===== src/qlu_pkg.sv =====
// Shared types, sizes and codes for the tabular Q-learning update block.
// Used by the controller, the datapath, the top level and the port checker.
`timescale 1ns / 1ps

package qlu_pkg;

	// Problem sizes.
	localparam int unsigned ROWS    = 8;
	localparam int unsigned COLS    = 8;
	localparam int unsigned ACTIONS = 13;

	localparam int unsigned NUM_STATES  = ROWS * COLS * ROWS * COLS * ACTIONS;
	localparam int unsigned NUM_ENTRIES = NUM_STATES * ACTIONS;
	localparam int unsigned ADDR_W      = $clog2(NUM_ENTRIES);

	// Field widths fixed by the interface.
	localparam int unsigned ACT_W     = 4;
	localparam int unsigned STATE_W   = 16;
	localparam int unsigned CFG_W     = 16;
	localparam int unsigned CFG_IDX_W = 2;
	localparam int unsigned Q_W       = 32;

	// Command codes.
	localparam logic CMD_SELECT = 1'b0;
	localparam logic CMD_UPDATE = 1'b1;

	// Configuration register indexes.
	localparam logic [CFG_IDX_W-1:0] CFG_LEARNING_RATE     = 2'd0;
	localparam logic [CFG_IDX_W-1:0] CFG_DISCOUNT          = 2'd1;
	localparam logic [CFG_IDX_W-1:0] CFG_EXPLORE_THRESHOLD = 2'd2;

	// Configuration reset values.
	localparam logic [CFG_W-1:0] LEARNING_RATE_RST     = 16'd6554;
	localparam logic [CFG_W-1:0] DISCOUNT_RST          = 16'd58982;
	localparam logic [CFG_W-1:0] EXPLORE_THRESHOLD_RST = 16'd3277;

	// Saturation bounds of a Q value.
	localparam logic signed [Q_W-1:0] Q_MAX = 32'sh7FFF_FFFF;
	localparam logic signed [Q_W-1:0] Q_MIN = 32'sh8000_0000;

	// One input beat.
	typedef struct packed {
		logic                      command;
		logic [STATE_W-1:0]        state_index;
		logic [ACT_W-1:0]          action;
		logic signed [15:0]        reward_delta;
		logic [STATE_W-1:0]        next_state_index;
		logic [15:0]               random_draw;
		logic [ACT_W-1:0]          random_action;
	} item_t;

	// One result beat.
	typedef struct packed {
		logic [ACT_W-1:0]          chosen_action;
		logic                      explored;
		logic signed [Q_W-1:0]     chosen_value;
		logic signed [Q_W-1:0]     updated_value;
	} result_t;

	// Commands from the controller to the datapath.
	typedef struct packed {
		logic                      load;
		logic                      clr_en;
		logic [ADDR_W-1:0]         clr_addr;
		logic                      rd_en;
		logic                      rd_scan;
		logic [ACT_W-1:0]          rd_idx;
		logic                      mul1_en;
		logic                      diff_en;
		logic                      mul2_en;
		logic                      fin_en;
	} ctrl_cmd_t;

	// Status from the datapath to the controller.
	typedef struct packed {
		logic                      is_update;
		logic                      explore;
		logic                      res_free;
	} dp_status_t;

endpackage


===== src/qlu_ctrl.sv =====
// Controller state machine of the Q-learning block: clearing pass, row scan,
// entry read and the update arithmetic sequence. Depends on qlu_pkg.
`timescale 1ns / 1ps

module qlu_ctrl import qlu_pkg::*; (
	input  logic       clk,
	input  logic       arst_n,
	input  logic       item_valid,
	output logic       item_stall,
	input  dp_status_t status,
	output ctrl_cmd_t  cmd
);

	localparam logic [3:0] ST_CLEAR = 4'd0;
	localparam logic [3:0] ST_IDLE  = 4'd1;
	localparam logic [3:0] ST_START = 4'd2;
	localparam logic [3:0] ST_SCAN  = 4'd3;
	localparam logic [3:0] ST_ENTRY = 4'd4;
	localparam logic [3:0] ST_WAIT  = 4'd5;
	localparam logic [3:0] ST_MUL1  = 4'd6;
	localparam logic [3:0] ST_DIFF  = 4'd7;
	localparam logic [3:0] ST_MUL2  = 4'd8;
	localparam logic [3:0] ST_FIN   = 4'd9;

	logic [3:0]        state_q, state_d;
	logic [ACT_W-1:0]  idx_q, idx_d;
	logic [ADDR_W-1:0] clr_addr_q, clr_addr_d;

	// Input beats are taken only while idle.
	assign item_stall = (state_q != ST_IDLE);

	// Next state and command decode.
	always_comb begin
		state_d    = state_q;
		idx_d      = idx_q;
		clr_addr_d = clr_addr_q;
		cmd        = '0;
		unique case (state_q)
			ST_CLEAR: begin
				cmd.clr_en   = 1'b1;
				cmd.clr_addr = clr_addr_q;
				clr_addr_d   = clr_addr_q + 1'b1;
				if (clr_addr_q == ADDR_W'(NUM_ENTRIES - 1)) begin
					state_d = ST_IDLE;
				end
			end
			ST_IDLE: begin
				if (item_valid) begin
					cmd.load = 1'b1;
					state_d  = ST_START;
				end
			end
			ST_START: begin
				idx_d = '0;
				if (status.is_update || !status.explore) begin
					state_d = ST_SCAN;
				end else begin
					state_d = ST_ENTRY;
				end
			end
			ST_SCAN: begin
				cmd.rd_en   = 1'b1;
				cmd.rd_scan = 1'b1;
				cmd.rd_idx  = idx_q;
				idx_d       = idx_q + 1'b1;
				if (idx_q == ACT_W'(ACTIONS - 1)) begin
					idx_d   = '0;
					state_d = status.is_update ? ST_ENTRY : ST_WAIT;
				end
			end
			ST_ENTRY: begin
				cmd.rd_en = 1'b1;
				state_d   = ST_WAIT;
			end
			ST_WAIT: begin
				state_d = status.is_update ? ST_MUL1 : ST_FIN;
			end
			ST_MUL1: begin
				cmd.mul1_en = 1'b1;
				state_d     = ST_DIFF;
			end
			ST_DIFF: begin
				cmd.diff_en = 1'b1;
				state_d     = ST_MUL2;
			end
			ST_MUL2: begin
				cmd.mul2_en = 1'b1;
				state_d     = ST_FIN;
			end
			ST_FIN: begin
				// Hold here while the result register is still occupied.
				if (status.res_free) begin
					cmd.fin_en = 1'b1;
					state_d    = ST_IDLE;
				end
			end
			default: begin
				state_d = ST_IDLE;
			end
		endcase
	end

	// State registers.
	always_ff @(posedge clk or negedge arst_n) begin
		if (!arst_n) begin
			state_q    <= ST_CLEAR;
			idx_q      <= '0;
			clr_addr_q <= '0;
		end else begin
			state_q    <= state_d;
			idx_q      <= idx_d;
			clr_addr_q <= clr_addr_d;
		end
	end

endmodule


===== config.mk =====
export PLATFORM = sky130hd
export DESIGN_NAME = qlu_ctrl
export DESIGN_NICKNAME = d
export VERILOG_FILES = /design/src/qlu_pkg.sv /design/src/qlu_ctrl.sv
export SDC_FILE = /design/constraint.sdc
export NUM_CORES = 1
export LEC_CHECK = 0
export ABC_AREA = 1
export BUFFER_PORTS_ARGS = -buffer_cell sky130_fd_sc_hd__buf_2
export CAP_MARGIN = 20
export CORE_MARGIN = 4
export CORE_UTILIZATION = 25
export DETAILED_ROUTE_END_ITERATION = 12
export GPL_ROUTABILITY_DRIVEN = 1
export PLACE_DENSITY = 0.52
export SLEW_MARGIN = 10
export SYNTH_ARGS = -nofsm -noshare
export SYNTH_HDL_FRONTEND = slang
export SYNTH_SLANG_ARGS = --single-unit

===== constraint.sdc =====
create_clock -name clk -period 2.55 [get_ports clk]
set_input_delay 0.255 -clock clk [delete_from_list [all_inputs] [get_ports clk]]
set_output_delay 0.255 -clock clk [all_outputs]
set_load 0.005 [all_outputs]

# Word level (Yosys, flattened, before mapping)
# Cells that the tools add are included.
# op_classes
n_addsub	2
mul	0
div_mod_pow	0
n_lt_le_gt_ge	0
eq_ne	16
shift	0
n_mux	20
bitwise	0
reduce_logical	6
# op_table
cell	count
case mux 4 bit (10 select lines)	1
2-to-1 mux 4 bit	6
2-to-1 mux 21 bit	1
adder 20 x 1 -> 20 bit (second input constant)	1
== test 20 bit (second input constant)	1
== test 4 x 3 -> 1 bit (second input constant)	4
== test 4 bit (second input constant)	3
2-to-1 mux 1 bit	9
== test 4 x 2 -> 1 bit (second input constant)	2
inequality test 2 bit (second input constant)	4
case mux 4 bit (2 select lines)	1
2-to-1 mux 5 bit	1
adder 4 x 1 -> 4 bit (second input constant)	1
== test 4 x 1 -> 1 bit (second input constant)	1
zero test 4 bit	1
inequality test 4 x 1 -> 1 bit (second input constant)	1
AND reduction 4 bit	1
2-to-1 mux 3 bit	1
nonzero test 2 bit	1
OR reduction 2 bit	1
zero test 1 bit	1
logical OR 1 bit	1
# word_totals
reg_bits	28
latchBits	0
ram_bits	0
rom_bits	0
in_bits	6
output_inout_bits	33
wordCells	47
n_memories	0

# Logic depth before layout (Yosys ltp)
# Gate-level depths: netlist of run 1.
# logic_depth
depth_word	4
depth_mapped	9
mapped_depth_nobuf	9

# Worst setup path before layout of run 1
# OpenSTA, ideal clock, no wires.
# synth_path
path_type	register -> register
from	register clr_addr_q[0]
to	register clr_addr_q[14]
setup_time_ns	0.118
t_arrival_ns	1.255
required_time_ns	2.432
path_slack_ns	1.177
path_stages_with_launch	8
path_buffers	0
period_less_slack_ns	1.373
path_cell_list	dfrtp_1 ha_1 nand3_2 inv_1 nand3_1 nor2_2 xor2_1 inv_1
# synth_via
elab_chain_cells	1
# synth_lines
element	line_no	text
start, declared	qlu_ctrl.sv:27	logic [ADDR_W-1:0] clr_addr_q, clr_addr_d;
start signal, assigned	qlu_ctrl.sv:112	clr_addr_q <= clr_addr_d;
adder 20 x 1 -> 20 bit	qlu_ctrl.sv:42	clr_addr_d = clr_addr_q + 1'b1;
# Every way passes these cells.
# A chain may end at the register's enable or synchronous reset.

==> qor.csv, run 1 <==
metric,value,unit
post_drt_wl_per_cell,11.5,um
synth-seq-cells,28,
critPathKind,register to primary output,
timing.final.crit_share,0.776,
fin_crit,1.98,ns
worstMarginPinSlew,0.646,ns
critPathArrivalTime,1.72,ns
hpwlAfterDp,3.68,mm
hold_buffers,0,
cp_slowest_cell,dfrtp_1,
route.vias.total,1737,
die_area,0.00877,mm2
path_buf_inv,2,
hold_path.class,input port to async pin,
n_antenna_cell,0,
cts_resized,0,
violations,negative hold slack,
final_cells,402,
viasPerCell,4.32,
fmax,505,MHz
layout_commonest_cell,nand2_1,
syn_to_final_growth,19.2,%
postPlaceCellArea,0.00213,mm2
end_kind,primary output,
rr_worst_depth,7,
relSlewSlack,0.570,
port-buffer-count,38,
postRouteAntennaNets,0,
die_width,93.7,um
clockBufferDepth,2,
reg2reg_to,clr_addr_q[10]$_DFFE_PN0N_,
layout.nets,316,
gr-usage-all-layers,0.109,
clk_pin_slew,0.10,ns
power.total,1840,uW
crit_required,2.30,ns
multiInputGateArea,947,um2
pin_count,39,
syn_area,0.00183,mm2
yosysWarnings,0,
syn_area_per_cell,6.90,um2
vdd_drop_max,261,uV
start_kind,register,
rows,30,
cap_violations,0,
grt_max_degree,29,
final_hold_viol_count,16,
clockRootBuffer,clkbuf_8,
r2r_setup_slack,0.83,ns
cts.sink_count,28,
path_max_fanout,19,
drv_slew,0,
p_per_area,842,mW/mm2
numCtsBuffers,3,
cpPeakStageDelay,0.46,ns
worstSkewPairLatency,0.27,ns
fin_setup_tns,0,ns
rsz0062_at_grt,false,
status,"finished, violations left",
syn_inst,266,
fin_skew,0.00170,ns
setup_viol,0,
die_y,93.7,um
grt_pass1_vias,1649,
gp_congestion,0.865,
final_cell_area,0.00219,mm2
cts_max_level,1,
dp_cells,398,
crit_family,simple AND/OR/NAND/NOR gates,
core_area,0.00694,mm2
fill_cells,780,
p_leak,0.00113,uW
ys_seq_area_frac,0.382,
drt-total-wl,4.63,mm
drc,0,
start_util,0.264,
grt_pass1_wl,7.72,mm
cts_tree,yes,
hold_ws,-0.00459,ns
path_cells,nor2_4 -> nand2_2 -> buf_4 -> nor2_1 -> buf_2,
cts_setup_buffers,0,
final_cell_mix,"69 x nand2_1, 54 x nor2_1, 41 x inv_1",
ys_types,22,
seq_area,701,um2
antenna_found_initial,0,
rr_startpoint,state_q[2]$_DFFE_PN0P_,
syn_nets,275,
final_util,0.315,
grt.overflow.total,0,
first_iter_violations,96,
first_pass_iters,4,
drive_gt1_frac,0.190,
routing by layer:
| metal | vias to the layer above | track usage | routed length (um) |
|---|---|---|---|
| met2 | 29 | 0.166 | 1990 |
| met5 | - | 0 | 0 |
| met3 | 4 | 0.0200 | 211 |
| met4 | 0 | 0.0313 | 54 |
| li1 | 897 | - | - |
| met1 | 807 | 0.157 | 2370 |
registers in the layout, summed over array words and instances (netlist names):
name        count
state_q         4
idx_q           4
clr_addr_q     20
worst max path at each step:
stage,endpoint,depth (start not counted),startpoint,slack [ns]
after floorplan,clr_addr_q[14]$_DFFE_PN0N_,7,clr_addr_q[0]$_DFFE_PN0N_,1.18
after global placement,cmd[20],5,state_q[2]$_DFFE_PN0P_,0.94
after detailed placement,clr_addr_q[11]$_DFFE_PN0N_,7,state_q[2]$_DFFE_PN0P_,0.86
after CTS,cmd[15],5,state_q[2]$_DFFE_PN0P_,0.56
after global routing,cmd[15],5,state_q[2]$_DFFE_PN0P_,0.47
final,cmd[15],5,state_q[2]$_DFFE_PN0P_,0.57
area by class of cell:
type	count	area share
Multi-Input combinational cell	191	0.433
Sequential cell	28	0.321
Timing Repair Buffer	39	0.0904
Inverter	44	0.0756
Tap cell	96	0.0550
Clock buffer	4	0.0252
where the power goes:
part           switching [uW]  internal (uW)
Combinational             617            291
Sequential                114            539
Clock                     143            138
Total                     873            968
through the flow:
| stage | hold slack, ns | setup slack [ns] |
|---|---|---|
| after floorplan | -0.0406 | 1.18 |
| after global placement | 0.330 | 0.937 |
| after detailed placement | 0.338 | 0.862 |
| after CTS | 0.0342 | 0.562 |
| after global routing | 0.0535 | 0.466 |
| final | -0.00459 | 0.571 |
cell usage after synthesis:
cell / number / area [um2]
o21ai_0: 6 / 30.0
xnor2_1: 1 / 8.76
nor2_1: 54 / 203
nor3_1: 5 / 25.0
inv_2: 3 / 11.3
a21oi_1: 1 / 5.00
nand2_1: 69 / 259
nand3_2: 2 / 20.0
buf_6: 1 / 11.3
buf_2: 2 / 10.0
nor2_2: 4 / 25.0
o22ai_1: 2 / 12.5
nand2_2: 1 / 6.26
nor2_8: 1 / 20.0
nand3_1: 16 / 80.1
dfrtp_1: 28 / 701
inv_1: 41 / 154
nor2_4: 4 / 45.0
nor4_1: 1 / 6.26
ha_1: 3 / 37.5
xor2_1: 13 / 114
nand4_1: 8 / 50.1
cell families after synthesis:
kind of cell | share of synthesized area
AND/OR/NAND/NOR | 0.403
buffers and inverters | 0.102
flip-flops | 0.382
XOR/XNOR | 0.0668
AO/OA/AOI/OAI | 0.0259
adder cells (fa/ha/maj) | 0.0205
No activity file was read; power rests on OpenSTA's default activity.
==> run 2, diff against run 1 <==
- clock period: 2.55 -> 1.9 ns (I/O delays scaled with it)
==> qor.csv, run 2 (synthesized netlist as in run 1, its figures left out) <==
metric,value,unit
status,"finished, final reports clean",
critPathArrivalTime,1.53,ns
min_delay_path_depth,3,
worstMarginPinSlew,0.660,ns
fin_skew,0.00441,ns
port-buffer-count,38,
crit_required,1.71,ns
p_leak,0.00115,uW
post_drt_wl_per_cell,11.1,um
path_buf_inv,2,
cp.depth,5,
rows,30,
cts_max_level,1,
r2r_setup_slack,0.36,ns
hold_end,state_q[2]$_DFFE_PN0P_,
place_ws,0.317,ns
setup_viol,0,
hold_ws,0.192,ns
hold_path.class,input port to register,
path_cells,nor2_4 -> nand2_4 -> buf_4 -> nor2_1 -> buf_2,
multiInputGateArea,952,um2
fmax,582,MHz
fill_cells,756,
timing.final.crit_share,0.905,
gp_congestion,0.825,
largest_reg_flops,20,
rsz0062_at_grt,false,
first_iter_violations,120,
grt_pass1_vias,1645,
path_max_fanout,13,
relSlewSlack,0.560,
die_width,93.7,um
start_kind,register,
cap_violations,0,
postRouteAntennaNets,0,
drt-total-wl,4.52,mm
hpwlAfterDp,3.53,mm
layout_commonest_cell,nand2_1,
die_area,0.00877,mm2
cpPeakStageDelay,0.46,ns
fin_crit,1.72,ns
first_pass_iters,4,
top_regs,"clr_addr_q x20, idx_q x4, state_q x4",
cts.sink_count,28,
viasPerCell,4.30,
n_antenna_cell,0,
clk_pin_slew,0.10,ns
core_area,0.00694,mm2
final_util,0.323,
min_from,status[1],
grt_max_degree,29,
rr_startpoint,state_q[2]$_DFFE_PN0P_,
pin_count,39,
cts_tree,yes,
seq_area,702,um2
drive_gt1_frac,0.200,
regMostFlops,clr_addr_q,
critPathKind,register to primary output,
final_cell_mix,"69 x nand2_1, 54 x nor2_1, 41 x inv_1",
final_hold_viol_count,0,
reg2reg_to,clr_addr_q[16]$_DFFE_PN0N_,
crit_family,flip-flops,
route.vias.total,1745,
postLayoutSetupSlackWorst,0.180,ns
vdd_drop_max,357,uV
syn_to_final_growth,22.2,%
start_util,0.264,
p_per_area,1180,mW/mm2
grt_pass1_wl,7.83,mm
gr-usage-all-layers,0.110,
clockRootBuffer,clkbuf_8,
drc,0,
fin_setup_tns,0,ns
layout.nets,320,
rr_worst_depth,7,
grt.overflow.total,0,
clockBufferDepth,2,
antenna_found_initial,0,
numCtsBuffers,3,
die_y,93.7,um
cp_slowest_cell,dfrtp_2,
drv_slew,0,
worstSkewPairLatency,0.28,ns
end_kind,primary output,
-- run 2: changes by cell type in the layout (fill, tap and decap cells not counted) --
cell,before,now
dfrtp_1,28,27
nand2_4,0,1
dfrtp_2,0,1
clkbuf_8,4,3
bufinv_16,0,1
buf_4,1,4
nand2_2,1,0
dlygate4sd3_1,0,1
-- run 2: worst max path at each step --
stage,start,to,slack (ns)
floorplan,clr_addr_q[0]$_DFFE_PN0N_,clr_addr_q[14]$_DFFE_PN0N_,0.53
global placement,state_q[2]$_DFFE_PN0P_,clr_addr_q[16]$_DFFE_PN0N_,0.29
detailed placement,state_q[2]$_DFFE_PN0P_,clr_addr_q[16]$_DFFE_PN0N_,0.32
CTS,state_q[2]$_DFFE_PN0P_,cmd[15],0.11
global route,state_q[2]$_DFFE_PN0P_,cmd[12],0.004
finish,state_q[2]$_DFFE_PN0P_,cmd[21],0.18
-- run 2: metal layers --
| layer | global-route usage | up-vias | wire, um |
|---|---|---|---|
| met2 | 0.166 | 31 | 2000 |
| met1 | 0.159 | 804 | 2260 |
| li1 | - | 903 | - |
| met3 | 0.0144 | 7 | 162 |
| met5 | 0 | - | 0 |
| met4 | 0.0433 | 0 | 95 |
-- run 2: area by class of cell --
class                           count  area share
Tap cell                           96      0.0536
Inverter                           44      0.0737
Clock buffer                        3      0.0184
Sequential cell                    28       0.313
Timing Repair Buffer               43       0.103
Clock inverter                      1      0.0134
Multi-Input combinational cell    191       0.425
-- run 2: power by group --
part           internal [uW]  switching [uW]  leakage (uW)
Clock                    282             196     0.0000357
Combinational            445             841      0.000740
Sequential               725             149      0.000374
-- run 2: worst reg2reg max path: stages (launching register included) --
cell	delay, ns
dfrtp_2	0.46
nor2_4	0.20
nand2_4	0.12
buf_4	0.19
nor3_1	0.18
nand2_1	0.11
xor2_1	0.13
inv_1	0.05
-- run 2: repair_timing --
action	4_1_cts	5_1_grt
endpoints found under the hold margin	28	0
hold buffers	1	0
setup buffers	0	1
setup endpoints to repair	0	6
resized for setup	0	2
-- run 2: per-stage QoR --
stage | power (uW) | std cells | cell area, um2
after floorplan | 1750 | 266 | 1830
after global placement | 2140 | 400 | 2150
after detailed placement | 2150 | 400 | 2150
after CTS | 2630 | 405 | 2230
after global routing | 2900 | 406 | 2240
final | 2640 | 406 | 2240
